### src/rtl/hsc_pkg.sv
package hsc_pkg;

   localparam logic [1:0] KIND_CHAR = 2'd0;
   localparam logic [1:0] KIND_TAG  = 2'd1;
   localparam logic [1:0] KIND_EOS  = 2'd2;

   localparam logic [1:0] TAG_START = 2'd0;
   localparam logic [1:0] TAG_END   = 2'd1;
   localparam logic [1:0] TAG_VOID  = 2'd2;
   localparam logic [1:0] TAG_ERROR = 2'd3;

   localparam logic [7:0] CHAR_LT    = 8'h3C;
   localparam logic [7:0] CHAR_SLASH = 8'h2F;

   localparam int RSP_DATA_W = 16;

   // One queued token: first result, and whether an end-of-stream beat follows it.
   typedef struct packed {
      logic       eos_after;
      logic [1:0] kind;
      logic [7:0] name_char;
      logic [1:0] tag_kind;
   } entry_type;

   function automatic logic is_name_byte(input logic [7:0] c);
      is_name_byte = (c >= 8'd48 && c <= 8'd57) || (c >= 8'd65 && c <= 8'd90) ||
                     (c >= 8'd97 && c <= 8'd122);
   endfunction

endpackage

### src/rtl/html_tag_scanner.sv
// HTML tag scanner.
// req channel: one beat per input byte; req_tdata[7:0] is the byte, and
//   req_tlast marks end of file (the byte is then ignored).
// rsp channel: zero, one or two beats per input beat. rsp_tuser is the result
//   kind (name char, tag done, end of stream), rsp_tdata carries the name
//   char [7:0] and tag kind [9:8], rsp_tlast flags the last beat of an input.
// A classifier takes one req beat per cycle while the queue has room and
//   pushes at most one token into a QUEUE_DEPTH-entry queue; the emitter
//   expands a token into one or two rsp beats from an output register.
// A req beat's result passes through a queue slot and then the output register.
// Throughput: 1 req beat per cycle while rsp keeps up; end of file inside a
//   name adds an extra rsp beat, the end-of-stream beat.
// Reset clears the scan state, the queue and the output register's valid flag.
// If rsp_tready is low, the output holds; req_tready drops once the queue
//   fills, so no beat is lost.
module html_tag_scanner #(
   parameter int QUEUE_DEPTH = 4
) (
   input  logic        clock,
   input  logic        reset,
   input  logic        req_tvalid,
   output logic        req_tready,
   input  logic [7:0]  req_tdata,   // [7:0] data_byte
   input  logic        req_tlast,   // end_of_file
   output logic        rsp_tvalid,
   input  logic        rsp_tready,
   output logic [15:0] rsp_tdata,   // [7:0] name_char, [9:8] tag_kind, [15:10] zero
   output logic [1:0]  rsp_tuser,   // [1:0] kind
   output logic        rsp_tlast    // last_of_run
);

   hsc_pkg::entry_type push_entry;
   hsc_pkg::entry_type head;
   logic               push;
   logic               pop;
   logic               q_full;
   logic               q_empty;

   hsc_front u_front (
      .clock      (clock),
      .reset      (reset),
      .in_valid   (req_tvalid),
      .in_byte    (req_tdata),
      .in_eof     (req_tlast),
      .in_ready   (req_tready),
      .q_full     (q_full),
      .push       (push),
      .push_entry (push_entry)
   );

   hsc_queue #(
      .DEPTH (QUEUE_DEPTH)
   ) u_queue (
      .clock      (clock),
      .reset      (reset),
      .push       (push),
      .push_entry (push_entry),
      .full       (q_full),
      .pop        (pop),
      .empty      (q_empty),
      .head       (head)
   );

   hsc_back u_back (
      .clock     (clock),
      .reset     (reset),
      .q_empty   (q_empty),
      .q_head    (head),
      .pop       (pop),
      .out_valid (rsp_tvalid),
      .out_ready (rsp_tready),
      .out_data  (rsp_tdata),
      .out_kind  (rsp_tuser),
      .out_last  (rsp_tlast)
   );

endmodule

### src/rtl/hsc_front.sv
module hsc_front (
   input  logic                clock,
   input  logic                reset,
   input  logic                in_valid,
   input  logic [7:0]          in_byte,
   input  logic                in_eof,
   output logic                in_ready,
   input  logic                q_full,
   output logic                push,
   output hsc_pkg::entry_type  push_entry
);

   localparam logic [2:0] MODE_SKIP      = 3'd0;
   localparam logic [2:0] MODE_AFTER_LT  = 3'd1;
   localparam logic [2:0] MODE_END_FIRST = 3'd2;
   localparam logic [2:0] MODE_START_NAM = 3'd3;
   localparam logic [2:0] MODE_END_NAM   = 3'd4;
   localparam logic [2:0] MODE_ERROR     = 3'd5;

   logic [2:0] mode_ff;
   logic [2:0] mode_in;
   logic       emit;
   logic       accept;
   logic       name_b;

   assign in_ready = !q_full;
   assign accept   = in_valid && in_ready;
   assign name_b   = hsc_pkg::is_name_byte(in_byte);
   assign push     = accept && emit;

   always_comb begin
      mode_in              = mode_ff;
      emit                 = 1'b0;
      push_entry.eos_after = 1'b0;
      push_entry.kind      = hsc_pkg::KIND_TAG;
      push_entry.name_char = 8'd0;
      push_entry.tag_kind  = hsc_pkg::TAG_START;
      if (in_eof) begin
         mode_in = MODE_SKIP;
         case (mode_ff)
            MODE_AFTER_LT, MODE_END_FIRST: begin
               emit                = 1'b1;
               push_entry.tag_kind = hsc_pkg::TAG_ERROR;
            end
            MODE_START_NAM: begin
               emit                 = 1'b1;
               push_entry.eos_after = 1'b1;
            end
            MODE_END_NAM: begin
               emit                 = 1'b1;
               push_entry.eos_after = 1'b1;
               push_entry.tag_kind  = hsc_pkg::TAG_END;
            end
            MODE_ERROR: begin
               emit = 1'b0;
            end
            default: begin
               emit            = 1'b1;
               push_entry.kind = hsc_pkg::KIND_EOS;
            end
         endcase
      end else begin
         case (mode_ff)
            MODE_AFTER_LT: begin
               if (in_byte == hsc_pkg::CHAR_SLASH) begin
                  mode_in = MODE_END_FIRST;
               end else if (name_b) begin
                  emit                 = 1'b1;
                  push_entry.kind      = hsc_pkg::KIND_CHAR;
                  push_entry.name_char = in_byte;
                  mode_in              = MODE_START_NAM;
               end else begin
                  emit                = 1'b1;
                  push_entry.tag_kind = hsc_pkg::TAG_ERROR;
                  mode_in             = MODE_ERROR;
               end
            end
            MODE_END_FIRST: begin
               emit = 1'b1;
               if (name_b) begin
                  push_entry.kind      = hsc_pkg::KIND_CHAR;
                  push_entry.name_char = in_byte;
                  mode_in              = MODE_END_NAM;
               end else begin
                  push_entry.tag_kind = hsc_pkg::TAG_ERROR;
                  mode_in             = MODE_ERROR;
               end
            end
            MODE_START_NAM: begin
               emit = 1'b1;
               if (name_b) begin
                  push_entry.kind      = hsc_pkg::KIND_CHAR;
                  push_entry.name_char = in_byte;
               end else begin
                  push_entry.tag_kind = (in_byte == hsc_pkg::CHAR_SLASH) ?
                                        hsc_pkg::TAG_VOID : hsc_pkg::TAG_START;
                  mode_in             = MODE_SKIP;
               end
            end
            MODE_END_NAM: begin
               emit = 1'b1;
               if (name_b) begin
                  push_entry.kind      = hsc_pkg::KIND_CHAR;
                  push_entry.name_char = in_byte;
               end else begin
                  push_entry.tag_kind = hsc_pkg::TAG_END;
                  // ending byte rescanned as text
                  mode_in = (in_byte == hsc_pkg::CHAR_LT) ? MODE_AFTER_LT : MODE_SKIP;
               end
            end
            MODE_ERROR: begin
               emit = 1'b0;
            end
            default: begin
               mode_in = (in_byte == hsc_pkg::CHAR_LT) ? MODE_AFTER_LT : MODE_SKIP;
            end
         endcase
      end
   end

   always_ff @(posedge clock) begin
      if (reset) begin
         mode_ff <= MODE_SKIP;
      end else if (accept) begin
         mode_ff <= mode_in;
      end
   end

endmodule

### src/rtl/hsc_queue.sv
module hsc_queue #(
   parameter int DEPTH = 4
) (
   input  logic                clock,
   input  logic                reset,
   input  logic                push,
   input  hsc_pkg::entry_type  push_entry,
   output logic                full,
   input  logic                pop,
   output logic                empty,
   output hsc_pkg::entry_type  head
);

   localparam int PW = (DEPTH > 1) ? $clog2(DEPTH) : 1;
   localparam int CW = $clog2(DEPTH + 1);
   localparam logic [PW-1:0] LAST_PTR  = PW'(DEPTH - 1);
   localparam logic [CW-1:0] DEPTH_CNT = CW'(DEPTH);

   hsc_pkg::entry_type slot_ff [DEPTH];
   logic [PW-1:0] wr_ptr_ff;
   logic [PW-1:0] rd_ptr_ff;
   logic [CW-1:0] count_ff;
   logic [PW-1:0] wr_ptr_in;
   logic [PW-1:0] rd_ptr_in;
   logic [CW-1:0] count_in;
   logic          do_push;
   logic          do_pop;

   assign full    = (count_ff == DEPTH_CNT);
   assign empty   = (count_ff == '0);
   assign head    = slot_ff[rd_ptr_ff];
   assign do_push = push && !full;
   assign do_pop  = pop && !empty;

   always_comb begin
      wr_ptr_in = wr_ptr_ff;
      rd_ptr_in = rd_ptr_ff;
      count_in  = count_ff;
      if (do_push) begin
         wr_ptr_in = (wr_ptr_ff == LAST_PTR) ? '0 : wr_ptr_ff + PW'(1);
      end
      if (do_pop) begin
         rd_ptr_in = (rd_ptr_ff == LAST_PTR) ? '0 : rd_ptr_ff + PW'(1);
      end
      if (do_push && !do_pop) begin
         count_in = count_ff + CW'(1);
      end else if (do_pop && !do_push) begin
         count_in = count_ff - CW'(1);
      end
   end

   always_ff @(posedge clock) begin
      if (reset) begin
         wr_ptr_ff <= '0;
         rd_ptr_ff <= '0;
         count_ff  <= '0;
      end else begin
         wr_ptr_ff <= wr_ptr_in;
         rd_ptr_ff <= rd_ptr_in;
         count_ff  <= count_in;
      end
   end

   always_ff @(posedge clock) begin
      if (do_push) begin
         slot_ff[wr_ptr_ff] <= push_entry;
      end
   end

endmodule

### src/rtl/hsc_back.sv
module hsc_back (
   input  logic                               clock,
   input  logic                               reset,
   input  logic                               q_empty,
   input  hsc_pkg::entry_type                 q_head,
   output logic                               pop,
   output logic                               out_valid,
   input  logic                               out_ready,
   output logic [hsc_pkg::RSP_DATA_W-1:0]     out_data,
   output logic [1:0]                         out_kind,
   output logic                               out_last
);

   logic       valid_ff;
   logic       valid_in;
   logic       eos_pend_ff;
   logic       eos_pend_in;
   logic [1:0] kind_ff;
   logic [1:0] kind_in;
   logic [7:0] char_ff;
   logic [7:0] char_in;
   logic [1:0] tag_ff;
   logic [1:0] tag_in;
   logic       last_ff;
   logic       last_in;
   logic       out_free;

   assign out_free = !valid_ff || out_ready;
   assign pop      = out_free && !eos_pend_ff && !q_empty;

   always_comb begin
      valid_in    = valid_ff;
      eos_pend_in = eos_pend_ff;
      kind_in     = kind_ff;
      char_in     = char_ff;
      tag_in      = tag_ff;
      last_in     = last_ff;
      if (out_free) begin
         if (eos_pend_ff) begin
            valid_in    = 1'b1;
            eos_pend_in = 1'b0;
            kind_in     = hsc_pkg::KIND_EOS;
            char_in     = 8'd0;
            tag_in      = 2'd0;
            last_in     = 1'b1;
         end else if (!q_empty) begin
            valid_in    = 1'b1;
            eos_pend_in = q_head.eos_after;
            kind_in     = q_head.kind;
            char_in     = q_head.name_char;
            tag_in      = q_head.tag_kind;
            last_in     = !q_head.eos_after;
         end else begin
            valid_in = 1'b0;
         end
      end
   end

   always_ff @(posedge clock) begin
      if (reset) begin
         valid_ff    <= 1'b0;
         eos_pend_ff <= 1'b0;
      end else begin
         valid_ff    <= valid_in;
         eos_pend_ff <= eos_pend_in;
      end
   end

   always_ff @(posedge clock) begin
      kind_ff <= kind_in;
      char_ff <= char_in;
      tag_ff  <= tag_in;
      last_ff <= last_in;
   end

   assign out_valid = valid_ff;
   assign out_kind  = kind_ff;
   assign out_last  = last_ff;
   assign out_data  = {{(hsc_pkg::RSP_DATA_W - 10){1'b0}}, tag_ff, char_ff};

endmodule

### config.mk
export PLATFORM = sky130hd
export DESIGN_NAME = html_tag_scanner
export DESIGN_NICKNAME = d
export VERILOG_FILES = /design/src/rtl/hsc_pkg.sv /design/src/rtl/html_tag_scanner.sv /design/src/rtl/hsc_front.sv /design/src/rtl/hsc_queue.sv /design/src/rtl/hsc_back.sv
export SDC_FILE = /design/constraint.sdc
export NUM_CORES = 1
export LEC_CHECK = 0
export ABC_AREA = 1
export CELL_PAD_IN_SITES_DETAIL_PLACEMENT = 0
export CELL_PAD_IN_SITES_GLOBAL_PLACEMENT = 1
export CORE_MARGIN = 8
export CORE_UTILIZATION = 45
export CTS_CLUSTER_SIZE = 20
export DETAILED_ROUTE_END_ITERATION = 8
export DONT_BUFFER_PORTS = 1
export PLACE_DENSITY = 0.7
export SYNTH_ARGS = -nofsm -noshare
export SYNTH_HDL_FRONTEND = slang
export SYNTH_SLANG_ARGS = --single-unit
### constraint.sdc
create_clock -name clock -period 2.6 [get_ports clock]
set_input_delay 0.52 -clock clock [delete_from_list [all_inputs] [get_ports clock]]
set_output_delay 0.52 -clock clock [all_outputs]
set_load 0.03 [all_outputs]
==> results.txt, run 1 <==
Req. time, crit path: 2.88 ns
number of DRC markers in iteration 0: 133
clock sink total: 79
vias per std cell: 4.98
crit start category: flip-flop
fin cells: 472
chip width: 105 um
cts hold-fix bufs: 0
Antenna Cells: 0
Congestion Overflow GR: 0
Period Utilization, post-route: 87.2%
Async SR Flop Fraction: 0%
Starting Density: 46.4%
Detailed Place HPWL: 4680 um
share of cells above drive strength 1: 12.4%
Mapped Cells: 350
Total GRT Usage: 13.1%
CTS clock-pin slew for the worst setup and hold paths: 0.09 ns
Synth top cells by count: nor2_1, edfxtp_1, o21ai_0
final design utilization: 50.7%
Slew HR: 53.4%
Setup crit end kind: flip-flop
routability cong.: 0.764
Post-Syn Area: 3560 um2
Max stage delay on crit path: 0.43 ns
MaxCap Viol Count: 0
vias in the first global route: 2334
final setup violation count: 0
Mapped Avg Cell Area: 10.2 um2
total number of vias: 2352
maximum vdd drop: 0.000293 V
Rows: 32
Arr. time, crit path: 2.54 ns
RSZ-0062 raised after global routing: no
drt pass-1 iters: 4
pin count of the biggest net entering global routing: 27
global-route wire length before repair: 11400 um
root buf cell: clkbuf_8
drt total wl: 6770 um
Die H: 105 um
Slew @ Worst Pin: 0.699 ns
Synth area leaders: edfxtp_1, nor2_1, dfxtp_1
Pleak: 1.47 nW
most area-hungry cell type in the Yosys netlist: edfxtp_1
FF+latch count, synth: 79
# IOs: 34
Max clock buf depth: 2
CTS tree: built
Inserted Clock Buffers: 9
PostCTS Resize Cnt: 0
most frequent cell after synthesis: nor2_1
placed cells: 456
antenna violations before repair: 0
CORE AREA: 7690 um2
CP max FO: 8
Setup Crit Path Kind: reg2reg
max-slew violation count: 0
# H-tree levels: 3
endpoints failing hold: 0
status: finished, final reports clean
fmax: 441 MHz
Synthesis Warnings: 0
Hold Crit Class: in2reg
pwr dens: 994 nW/um2
nets@finish: 385
Seq/Total Area, Yosys: 62.6%
Critical Path, Cell by Cell: inv_2, nor3_4, nand2_2, nand2_2, nand2_2, nand2_2, nand2_4, inv_4, ha_1, inv_1, fa_1, nor2_1, nor2_1, nand2_1, o21ai_0, a21oi_1
final worst setup slack: 0.332 ns
Area growth, synth to finish: 9.34%
Worst path slowest cell: fa_1
Pwr Total: 0.00387 W
buffer count from post-CTS setup fixing: 0
Setup TNS: 0 ns
share of the synthesized area in the top cell type: 54.8%
die area: 11000 um2
drc violations: 0
CP most frequent cell: nand2_2
Synth Flop Type: edfxtp_1
Clock Latency Late Sink: 0.34 ns
remaining antenna violation count: 0
pre-CTS setup slack: 0.277 ns
Clock Skew: 0.0131 ns
Yosys cell types: 30
IO Port Bufs: 0
DR WL/cell: 14.3 um
Period minus WS final: 2.27 ns
EDFF count, synth: 65
[worst max-delay path: cells and delay by family (launching register included)]
kind | cells | cell delay, ns
AND/OR/NAND/NOR | 9 | 0.81
adder cells (fa/ha/maj) | 2 | 0.56
flip-flops | 1 | 0.41
buffers and inverters | 3 | 0.22
AO/OA/AOI/OAI | 2 | 0.19
[through the flow]
stage / hold slack, ns / area (um2)
final: 0.233 / 3900
after detailed placement: 0.494 / 3710
after global routing: 0.208 / 3900
after global placement: 0.474 / 3710
after CTS: 0.221 / 3900
after floorplan: 0.452 / 3600
[final timing paths]
check / end / start / slack, ns / depth (start not counted)
min: u_back.out_valid / reset / 0.23 / 1
max reg2reg: u_queue.count_ff[2] / u_front.mode_ff[0] / 0.33 / 16
min reg2reg: u_queue.count_ff[2] / u_queue.count_ff[2] / 0.51 / 2
max: u_queue.count_ff[2] / u_front.mode_ff[0] / 0.33 / 16
[sequential cells by signal, summed over array words and instances, names as in the netlist, named ones only]
name / flops
u_queue.wr_ptr_ff: 2
u_back.out_kind: 2
u_queue.slot_ff: 52
u_back.tag_ff: 2
u_queue.count_ff: 3
u_queue.rd_ptr_ff: 2
u_back.out_last: 1
u_back.char_ff: 8
u_front.mode_ff: 3
u_back.eos_pend_ff: 1
u_back.out_valid: 1
[cell families (layout without fill, tap and decap cells)]
logic type | count (synthesis) | count (layout) | synth area share (%)
other | 1 | 10 | 0.105
adders and majority gates | 7 | 7 | 2.67
DFF | 79 | 79 | 62.6
AOI/OAI and AO/OA | 66 | 66 | 9.83
and+or+nand+nor | 148 | 148 | 18.5
buffers and inverters | 49 | 60 | 6.29
[area by class of cell]
| type | instances | area, um2 |
|---|---|---|
| sequential | 79 | 2230 |
| tap | 102 | 128 |
| fill | 731 | 3790 |
| timing repair buffer | 9 | 67.6 |
| clock inverter | 7 | 57.6 |
| inverter | 35 | 146 |
| multi-input combinational | 231 | 1140 |
| clock buffer | 9 | 124 |
[layer usage]
| metal | part of all wire (%) | vias up | GRT usage, % | wire (um) |
|---|---|---|---|---|
| li1 | - | 1203 | - | - |
| met5 | 0 | - | 0 | 0 |
| met4 | 0.84 | 0 | 4.59 | 57 |
| met1 | 47 | 1101 | 15.9 | 3220 |
| met2 | 46 | 44 | 21.2 | 3150 |
| met3 | 5.2 | 4 | 4.36 | 349 |
[power by group]
part           switching, W  internal [W]
clock network      0.000462      0.000356
logic              0.000704      0.000319
registers          0.000321       0.00171
total               0.00149       0.00239
[layout by cell type (no fill, tap or decap), types with 9 or more instances in the layout]
cell type	n
a21oi_1	22
inv_1	31
o21ai_0	37
nand3_1	16
buf_4	9
nor2_1	76
edfxtp_1	65
conb_1	10
nand2_1	30
clkbuf_8	9
dfxtp_1	14
No activity file was read; power rests on OpenSTA's default activity.
==> run 2, diff against run 1 <==
--- a/config.mk
+++ b/config.mk
@@ -8,7 +8,7 @@
 export ABC_AREA = 1
 export CELL_PAD_IN_SITES_DETAIL_PLACEMENT = 0
 export CELL_PAD_IN_SITES_GLOBAL_PLACEMENT = 1
-export CORE_MARGIN = 8
+export CORE_MARGIN = 2
 export CORE_UTILIZATION = 45
 export CTS_CLUSTER_SIZE = 20
 export DETAILED_ROUTE_END_ITERATION = 8
==> run 2 against run 1 <==
Against the previous run: utilization is 0.50 points higher; global-route usage is 3.4 points higher; highest routed layer unchanged; clock-buffer cell count rose by 2; flip-flop and latch count stayed put; sequential power about the same; cell area increased by 1.0%; clock skew is 0.0028 ns lower; sequential share of layout area decreased by 0.56 points; via count shrank 0.47%; total power rose by 4.0%.
==> results.txt, run 2 (synthesized netlist as in run 1, its figures left out) <==
CP max FO: 8
fmax: 443 MHz
vias in the first global route: 2250
CORE AREA: 7690 um2
CTS tree: built
max-slew violation count: 0
Pleak: 1.49 nW
Hold Crit Class: in2reg
Setup Crit Path Kind: reg2reg
Detailed Place HPWL: 4440 um
drc violations: 0
Inserted Clock Buffers: 9
Setup crit end kind: flip-flop
sw frac: 36.0%
total number of vias: 2341
Slew HR: 53.2%
Period Utilization, post-route: 86.9%
Antenna Cells: 0
Power Internal: 0.00258 W
Pwr Total: 0.00403 W
Clock Latency Late Sink: 0.34 ns
Req. time, crit path: 2.88 ns
remaining antenna violation count: 0
most frequent cells in the layout: nor2_1, edfxtp_1, o21ai_0
routability cong.: 0.854
Largest register FFs: 52
status: finished, final reports clean
final worst setup slack: 0.341 ns
commonest non-fill, non-tap cell in the layout: nor2_1
crit start category: flip-flop
chip width: 93.0 um
cts hold-fix bufs: 0
Congestion Overflow GR: 0
PostCTS Resize Cnt: 0
r2r startpoint: u_front.mode_ff[2]
maximum vdd drop: 0.000296 V
pwr dens: 1020 nW/um2
Setup TNS: 0 ns
share of cells above drive strength 1: 12.1%
share of power burned in combinational logic: 25.6%
Seq pwr share: 50.3%
clock share of power: 24.0%
Area growth, synth to finish: 10.4%
# IOs: 34
worst hold start: reset
Slew @ Worst Pin: 0.701 ns
DR WL/cell: 14.1 um
Rows: 32
Clock Skew: 0.0102 ns
Starting Density: 46.4%
Die H: 93.0 um
drt pass-1 iters: 4
Period minus WS final: 2.26 ns
vias per std cell: 4.95
drt total wl: 6670 um
RSZ-0062 raised after global routing: no
Arr. time, crit path: 2.54 ns
switching power: 0.00145 W
# H-tree levels: 3
register with the most flip-flops: u_queue.slot_ff
Largest regs: u_queue.slot_ff: 52 flops, u_back.char_ff: 8 flops
final setup violation count: 0
pin count of the biggest net entering global routing: 27
global-route wire length before repair: 10800 um
nets@finish: 386
number of DRC markers in iteration 0: 131
die area: 8650 um2
Total GRT Usage: 16.5%
root buf cell: clkbuf_8
antenna violations before repair: 0
crit path from: u_front.mode_ff[2]
pre-CTS setup slack: 0.281 ns
MaxCap Viol Count: 0
Max clock buf depth: 2
buffer count from post-CTS setup fixing: 0
CTS clock-pin slew for the worst setup and hold paths: 0.08 ns
final design utilization: 51.2%
IO Port Bufs: 0
clock sink total: 79
endpoints failing hold: 0
run 2: changes by cell type in the layout (fill, tap and decap cells not counted), sizes merged:
cell and change:
bufinv +2, clkinvlp -1, buf +1, clkbuf +2
clkinv -3
run 2: final timing paths:
kind,cells after the start,slack [ns],endpoint
worst max register to register,16,0.34,u_queue.count_ff[2]
worst min-delay path,1,0.23,u_back.eos_pend_ff
worst max-delay path,16,0.34,u_queue.count_ff[2]
worst min register to register,2,0.49,u_queue.count_ff[2]
run 2: worst max-delay path, cell delays in order, from the launching register on:
cell and delay (ns):
dfxtp_1 0.45, nand2_2 0.11, nor2_2 0.16, nor2_2 0.06, nand2_2 0.09, nand2_2 0.05, nand2_2 0.07, nand2_4 0.09
inv_4 0.07, ha_1 0.13, inv_1 0.07, fa_1 0.44, nor2_1 0.11, nor2_1 0.04, nand2_1 0.07, o21ai_0 0.07
a21oi_1 0.10
run 2: cell type report:
| class | count | area, um2 |
|---|---|---|
| clock buffer | 11 | 131 |
| clock inverter | 5 | 81.3 |
| fill | 727 | 3750 |
| inverter | 35 | 146 |
| multi-input combinational | 231 | 1140 |
| sequential | 79 | 2230 |
| tap | 102 | 128 |
| timing repair buffer | 10 | 75.1 |
run 2: stage by stage:
step                instances  instance area [um2]  hold WS [ns]
finish                    473                 3940         0.233
detailed placement        457                 3720         0.478
global placement          457                 3720         0.471
global route              473                 3940         0.222
CTS                       473                 3940         0.221
floorplan                 359                 3600         0.452
run 2: power groups by stage:
stage,clock (W),combinational [W],sequential (W)
6_report,0.000968,0.00103,0.00203
3_5_place_dp,0,0.00104,0.00206
3_3_place_gp,0,0.00102,0.00206
4_1_cts,0.000995,0.00104,0.00203
5_1_grt,0.00104,0.00119,0.00206
2_1_floorplan,0,0.000765,0.00205
run 2: metal layers:
| metal | share of wire, % | vias up | GRT usage [%] |
|---|---|---|---|
| li1 | - | 1208 | - |
| met1 | 47 | 1077 | 21.5 |
| met2 | 48 | 47 | 27.1 |
| met3 | 3.1 | 9 | 3.06 |
| met4 | 1.6 | 0 | 7.11 |
| met5 | 0 | - | 0 |
